[src/rtl/core/ffha_pkg.sv]
`timescale 1ns / 1ps
// ----------------------------------------------------------------------------
// ffha_pkg
// Shared types, codes and constants of the first-fit heap allocator.
// ----------------------------------------------------------------------------
package ffha_pkg;

  // Fixed heap geometry.
  localparam int unsigned HEAP_BYTES   = 65536;
  localparam int unsigned HEADER_BYTES = 12;
  localparam int unsigned ALIGN_BYTES  = 8;
  localparam int unsigned TAG_DEPTH    = HEAP_BYTES / 4;
  localparam int unsigned TAG_AW       = $clog2(TAG_DEPTH);

  localparam logic [12:0] LIVE_MAX = 13'h1FFF;
  localparam logic [15:0] LEN_MAX  = 16'hFFFF;

  // Operation codes. The spare code behaves as a query.
  typedef enum logic [1:0] {
    OP_ALLOC = 2'd0,
    OP_FREE  = 2'd1,
    OP_QUERY = 2'd2,
    OP_SPARE = 2'd3
  } op_e;

  // Result status codes.
  typedef enum logic [2:0] {
    STS_OK         = 3'd0,
    STS_NO_SPACE   = 3'd1,
    STS_ZERO_SIZE  = 3'd2,
    STS_IGNORED    = 3'd3,
    STS_TABLE_FULL = 3'd4
  } status_e;

  // Sequencer states.
  typedef enum logic [3:0] {
    S_IDLE,
    S_TAG,
    S_RD,
    S_CHK,
    S_DEC,
    S_SH_RD,
    S_SH_WR,
    S_FIN,
    S_DONE
  } state_e;

  // One free-table entry.
  typedef struct packed {
    logic [16:0] start;
    logic [15:0] len;
  } entry_t;

  // Saturate an 18-bit length to 16 bits.
  function automatic logic [15:0] sat16(input logic [17:0] x);
    logic [15:0] r;
    r = (x > {2'b00, LEN_MAX}) ? LEN_MAX : x[15:0];
    return r;
  endfunction

endpackage

[src/rtl/core/ffha_free_table.sv]
`timescale 1ns / 1ps
// ----------------------------------------------------------------------------
// ffha_free_table
// Free-block table memory, one write and one registered read port.
// ----------------------------------------------------------------------------
module ffha_free_table #(
  parameter int unsigned DEPTH = 32,
  parameter int unsigned AW    = $clog2(DEPTH)
) (
  input  logic              clk_i,
  input  logic              we_i,
  input  logic [AW-1:0]     waddr_i,
  input  ffha_pkg::entry_t  wdata_i,
  input  logic              re_i,
  input  logic [AW-1:0]     raddr_i,
  output ffha_pkg::entry_t  rdata_o
);

  ffha_pkg::entry_t mem [DEPTH];
  ffha_pkg::entry_t rdata_q;

  // Write port.
  always_ff @(posedge clk_i) begin
    if (we_i) begin
      mem[waddr_i] <= wdata_i;
    end
  end

  // Registered read port.
  always_ff @(posedge clk_i) begin
    if (re_i) begin
      rdata_q <= mem[raddr_i];
    end
  end

  assign rdata_o = rdata_q;

endmodule

[config.mk]
export PLATFORM = sky130hd
export DESIGN_NAME = ffha_free_table
export DESIGN_NICKNAME = d
export VERILOG_FILES = /design/src/rtl/core/ffha_pkg.sv /design/src/rtl/core/ffha_free_table.sv
export SDC_FILE = /design/constraint.sdc
export NUM_CORES = 1
export LEC_CHECK = 0
export BUFFER_PORTS_ARGS = -buffer_cell sky130_fd_sc_hd__buf_2
export CAP_MARGIN = 0
export CORE_MARGIN = 3
export CORE_UTILIZATION = 53
export CTS_BUF_LIST = sky130_fd_sc_hd__clkbuf_4 sky130_fd_sc_hd__clkbuf_8
export CTS_CLUSTER_DIAMETER = 50
export DETAILED_ROUTE_END_ITERATION = 12
export MAX_ROUTING_LAYER = met4
export PLACE_DENSITY_LB_ADDON = 0.05
export REMOVE_ABC_BUFFERS = 1
export SLEW_MARGIN = 20
export SYNTH_ARGS = -nofsm -noshare
export SYNTH_HDL_FRONTEND = slang
export SYNTH_SLANG_ARGS = --single-unit
[constraint.sdc]
create_clock -name clk_i -period 5.4 [get_ports clk_i]
set_input_delay 0.81 -clock clk_i [delete_from_list [all_inputs] [get_ports clk_i]]
set_output_delay 0.81 -clock clk_i [all_outputs]
set_load 0.03 [all_outputs]
==> flow_summary.html <==
<table>
<tr><th>Metric</th><th>Value</th></tr>
<tr><th colspan="2">Pwr</th></tr>
<tr><td>Internal power component</td><td>13.2 mW</td></tr>
<tr><td>Net load switching power</td><td>3.87 mW</td></tr>
<tr><td>Power, Total</td><td>17.1 mW</td></tr>
<tr><td>Pwr Density</td><td>359 nW/um^2</td></tr>
<tr><td>Combinational share of power</td><td>5.5%</td></tr>
<tr><td>Part of the power in registers</td><td>55.6%</td></tr>
<tr><td>Total leakage power</td><td>16.6 nW</td></tr>
<tr><td>Maximum vdd drop</td><td>0.196 mV</td></tr>
<tr><td>Clock power frac</td><td>38.9%</td></tr>
<tr><td>Switching part of the total</td><td>22.7%</td></tr>
<tr><th colspan="2">STA</th></tr>
<tr><td>Fin crit period</td><td>2.79 ns</td></tr>
<tr><td>Unrepaired setup endpoints after global routing</td><td>false</td></tr>
<tr><td>Final clock skew</td><td>0.0333 ns</td></tr>
<tr><td>Number of max-slew violations in the final report</td><td>0</td></tr>
<tr><td>Final worst-path cycle share</td><td>51.6%</td></tr>
<tr><td>Slew at the pin closest to its max-slew limit</td><td>1.11 ns</td></tr>
<tr><td>Worst-case headroom to the max-slew limit</td><td>25.9%</td></tr>
<tr><td>Setup violators final</td><td>0</td></tr>
<tr><td>Timing-limited maximum frequency</td><td>359 MHz</td></tr>
<tr><td>Hold WS</td><td>0.432 ns</td></tr>
<tr><td>Final critical-path setup slack</td><td>2.61 ns</td></tr>
<tr><td>Hold Violations, Final</td><td>0</td></tr>
<tr><th colspan="2">Global routing</th></tr>
<tr><td>Vias in the first global route</td><td>21899</td></tr>
<tr><td>Total global routing overflow</td><td>0</td></tr>
<tr><td>Pin count of the biggest net entering global routing</td><td>93</td></tr>
<tr><td>Global-route wire length before repair</td><td>151000 microns</td></tr>
<tr><td>Antenna violations before repair</td><td>4</td></tr>
<tr><td>Total routing resource utilization after global routing</td><td>26.1%</td></tr>
<tr><th colspan="2">Place</th></tr>
<tr><td>Hpwl dp</td><td>59100 microns</td></tr>
<tr><td>Pre-CTS setup slack</td><td>1.86 ns</td></tr>
<tr><td>Port buffer count</td><td>78</td></tr>
<tr><td>Routability congestion estimate</td><td>0.789</td></tr>
<tr><td>Dpl cells</td><td>3382</td></tr>
<tr><th colspan="2">Worst hold path</th></tr>
<tr><td>Kind of path behind the tightest hold check</td><td>input pin to flip-flop</td></tr>
<tr><td>Cell count of the worst hold path</td><td>1</td></tr>
<tr><th colspan="2">CTS</th></tr>
<tr><td>Worst-skew pair later-pin latency</td><td>0.81 ns</td></tr>
<tr><td>Num CTS Buffers</td><td>173</td></tr>
<tr><td>Post-CTS sizing</td><td>0</td></tr>
<tr><td>Hold buffers post-CTS</td><td>0</td></tr>
<tr><td>CTS tree</td><td>done</td></tr>
<tr><td>Post-CTS Repair Setup Buffers</td><td>0</td></tr>
<tr><td>Deepest level of the CTS H-tree</td><td>4</td></tr>
<tr><td>CTS root buf</td><td>sky130_fd_sc_hd__clkbuf_8</td></tr>
<tr><td>Clock slew seen by the registers of the worst setup and hold paths</td><td>0.06 ns</td></tr>
<tr><td>Buffers from clock root to sink, at most</td><td>3</td></tr>
<tr><td>Clock sink total</td><td>1089</td></tr>
<tr><th colspan="2">Worst setup path</th></tr>
<tr><td>CP Cell Sequence</td><td>buf_8 -&gt; buf_4 -&gt; mux2i_1 -&gt; a22oi_1 -&gt; a31oi_1 -&gt; nand3_1</td></tr>
<tr><td>Critical Path Start Type</td><td>input pin</td></tr>
<tr><td>Largest fanout on the critical path</td><td>83</td></tr>
<tr><td>Delay of the slowest cell on the worst path</td><td>0.64 ns</td></tr>
<tr><td>Slowest cell on the critical path</td><td>sky130_fd_sc_hd__buf_4</td></tr>
<tr><td>Worst endpoint required time</td><td>5.91 ns</td></tr>
<tr><td>Arrival time at the worst endpoint</td><td>3.30 ns</td></tr>
<tr><td>Element type at the critical path end</td><td>flip-flop</td></tr>
<tr><td>Worst R2R Path Depth</td><td>5</td></tr>
<tr><td>Critical path class</td><td>input pin to flip-flop</td></tr>
<tr><th colspan="2">Floorplanning</th></tr>
<tr><td>Io pins</td><td>79</td></tr>
<tr><td>Core Region</td><td>78100 sq um</td></tr>
<tr><td>Overall die height</td><td>288 microns</td></tr>
<tr><td>Die ar.</td><td>82900 sq um</td></tr>
<tr><td>Die Span X</td><td>288 microns</td></tr>
<tr><td>Initial standard-cell utilization of the core</td><td>54.0%</td></tr>
<tr><td>Site row count</td><td>102</td></tr>
<tr><th colspan="2">Routing</th></tr>
<tr><td>Met2 routed wirelength</td><td>47100 microns</td></tr>
<tr><td>Via density per instance</td><td>5.95</td></tr>
<tr><td>Wl on met1</td><td>46900 microns</td></tr>
<tr><td>Remaining antenna violation count</td><td>0</td></tr>
<tr><td>Initial DRT Pass Iterations</td><td>5</td></tr>
<tr><td>WL met3</td><td>8440 microns</td></tr>
<tr><td>Remaining routing DRC violations</td><td>0</td></tr>
<tr><td>Highest metal layer with signal wires</td><td>met4</td></tr>
<tr><td>Vias after detailed routing</td><td>22018</td></tr>
<tr><td>Iteration-0 DRC Markers</td><td>2202</td></tr>
<tr><td>Routed wire length</td><td>104000 microns</td></tr>
<tr><td>Per-cell routed wire length</td><td>28.1 microns</td></tr>
<tr><th colspan="2">Synth</th></tr>
<tr><td>Mean instance size in the synthesized netlist</td><td>18.1 sq um</td></tr>
<tr><td>Yosys cell types</td><td>24</td></tr>
<tr><td>Flops &amp; latches, synth</td><td>1089</td></tr>
<tr><td>Gate count after technology mapping</td><td>2332</td></tr>
<tr><td>Count of yosys warnings during synthesis</td><td>0</td></tr>
<tr><td>Mapped cell area</td><td>42100 sq um</td></tr>
<tr><td>Sequential area share after synthesis</td><td>77.6%</td></tr>
<tr><th colspan="2">Finish</th></tr>
<tr><td>Final Instance Count excl. Fillers</td><td>3699</td></tr>
<tr><td>Fraction of final layout cells with drive strength greater than 1</td><td>17.1%</td></tr>
<tr><td>Total Nets Final</td><td>2565</td></tr>
<tr><td>Layout-stage area growth over the synthesis result</td><td>12.8%</td></tr>
<tr><td>Number of fill cells in the layout</td><td>5787</td></tr>
<tr><th colspan="2">Outcome</th></tr>
<tr><td>Result of the run</td><td>complete, no violations</td></tr>
<tr><th colspan="2">Flow run</th></tr>
<tr><td>Max-cap violation count</td><td>0</td></tr>
</table>
-- worst max-delay path: cells and delay by family --
kind	cells	cell delay, ns
multiplexers	1	0.25
AO/OA/AOI/OAI	2	0.69
buffers and inverters	2	1.22
AND/OR/NAND/NOR	1	0.14
-- cells in the final DEF, fill, tap and decap left out, types with 2 or more instances in the layout --
| master | synthesis | routed |
|---|---|---|
| sky130_fd_sc_hd__nand3b_1 | 5 | 5 |
| sky130_fd_sc_hd__clkinv_8 | 0 | 3 |
| sky130_fd_sc_hd__clkbuf_8 | 0 | 174 |
| sky130_fd_sc_hd__buf_16 | 0 | 11 |
| sky130_fd_sc_hd__nor3_1 | 33 | 33 |
| sky130_fd_sc_hd__a22o_1 | 66 | 66 |
| sky130_fd_sc_hd__nor2b_4 | 0 | 2 |
| sky130_fd_sc_hd__a31oi_1 | 33 | 33 |
| sky130_fd_sc_hd__a21oi_1 | 99 | 99 |
| sky130_fd_sc_hd__nand2_1 | 101 | 100 |
| sky130_fd_sc_hd__clkinv_1 | 0 | 48 |
| sky130_fd_sc_hd__nor2_4 | 0 | 33 |
| sky130_fd_sc_hd__nand2b_2 | 0 | 2 |
| sky130_fd_sc_hd__diode_2 | 0 | 2 |
| sky130_fd_sc_hd__buf_8 | 4 | 2 |
| sky130_fd_sc_hd__nand3_1 | 101 | 101 |
| sky130_fd_sc_hd__mux2i_1 | 528 | 528 |
| sky130_fd_sc_hd__buf_2 | 34 | 77 |
| sky130_fd_sc_hd__clkinv_2 | 0 | 17 |
| sky130_fd_sc_hd__inv_6 | 0 | 2 |
| sky130_fd_sc_hd__a22oi_1 | 99 | 99 |
| sky130_fd_sc_hd__buf_12 | 0 | 20 |
| sky130_fd_sc_hd__clkbuf_4 | 2 | 59 |
| sky130_fd_sc_hd__clkinvlp_4 | 0 | 4 |
| sky130_fd_sc_hd__buf_4 | 21 | 36 |
| sky130_fd_sc_hd__inv_8 | 0 | 4 |
| sky130_fd_sc_hd__edfxtp_1 | 1089 | 1089 |
| sky130_fd_sc_hd__or3b_2 | 3 | 3 |
-- registers in the layout, summed over array words and instances (netlist names) --
name / flops
mem: 1056
rdata_o: 33
-- layer usage --
layer / vias to the layer above / global-route usage, %
met1: 11366 / 38.4
met4: 0 / 5.94
met5: - / -
li1: 9718 / -
met3: 126 / 5.78
met2: 808 / 37.8
-- kinds of logic (layout without fill, tap and decap cells) --
kind of cell           Yosys count  count (layout)  share of synthesized area [%]
DFF                           1089            1089                           77.6
muxes                          528             528                           12.5
AOI/OAI and AO/OA              297             297                           4.80
and+or+nand+nor                284             284                           3.05
buffers and inverters          134             459                           2.02
other                            0               2                              0
-- cell usage after synthesis --
cell	number	area share (%)
sky130_fd_sc_hd__and2_1	1	0.015
sky130_fd_sc_hd__or3_1	1	0.015
sky130_fd_sc_hd__clkbuf_4	2	0.036
sky130_fd_sc_hd__a22oi_1	99	1.8
sky130_fd_sc_hd__mux2i_1	528	13
sky130_fd_sc_hd__a31oi_1	33	0.49
sky130_fd_sc_hd__or2_2	1	0.015
sky130_fd_sc_hd__buf_6	23	0.61
sky130_fd_sc_hd__or3b_2	3	0.062
sky130_fd_sc_hd__clkbuf_1	40	0.36
sky130_fd_sc_hd__buf_4	21	0.37
sky130_fd_sc_hd__a22o_1	66	1.4
sky130_fd_sc_hd__buf_2	34	0.40
sky130_fd_sc_hd__nor2_1	34	0.30
sky130_fd_sc_hd__nand2_1	101	0.90
sky130_fd_sc_hd__a21oi_1	99	1.2
sky130_fd_sc_hd__edfxtp_1	1089	78
sky130_fd_sc_hd__nand3_1	101	1.2
sky130_fd_sc_hd__nand3b_1	5	0.089
sky130_fd_sc_hd__nand2b_1	2	0.030
sky130_fd_sc_hd__buf_1	10	0.089
sky130_fd_sc_hd__nor2b_1	2	0.030
sky130_fd_sc_hd__buf_8	4	0.14
sky130_fd_sc_hd__nor3_1	33	0.39
-- area by class of cell --
| type | instances | area [sq um] | share of cell area (%) |
|---|---|---|---|
| antenna | 2 | 5.00 | 0.0105 |
| clock buffer | 233 | 2840 | 5.97 |
| clock inverter | 80 | 453 | 0.952 |
| multi-input combinational | 1109 | 8870 | 18.6 |
| sequential | 1089 | 32700 | 68.8 |
| tap | 1040 | 1300 | 2.74 |
| timing repair buffer | 146 | 1390 | 2.92 |
-- worst paths after layout --
check | from | end | slack [ns]
worst max-delay path | raddr_i[0] | rdata_o[20] | 2.61
worst min register to register | mem[16][4] | rdata_o[4] | 0.68
worst max register to register | mem[1][20] | rdata_o[20] | 3.67
worst min-delay path | re_i | rdata_o[14] | 0.43
-- through the flow --
step                setup TNS (ns)  util (%)  area, sq um
finish                           0      60.9        47600
global route                     0      60.9        47600
CTS                              0      60.8        47500
detailed placement               0      56.6        44200
global placement                 0      56.0        43700
floorplan                   -23.08         -        41300
-- power by group through the flow --
stage | sequential [mW] | combinational [mW] | clock [mW]
finish | 9.49 | 0.942 | 6.64
global route | 9.49 | 1.00 | 7.18
CTS | 9.49 | 0.943 | 6.78
detailed placement | 9.66 | 0.940 | 0
global placement | 9.66 | 0.918 | 0
floorplan | 9.69 | 0.382 | 0
No activity file was read; power rests on OpenSTA's default activity.
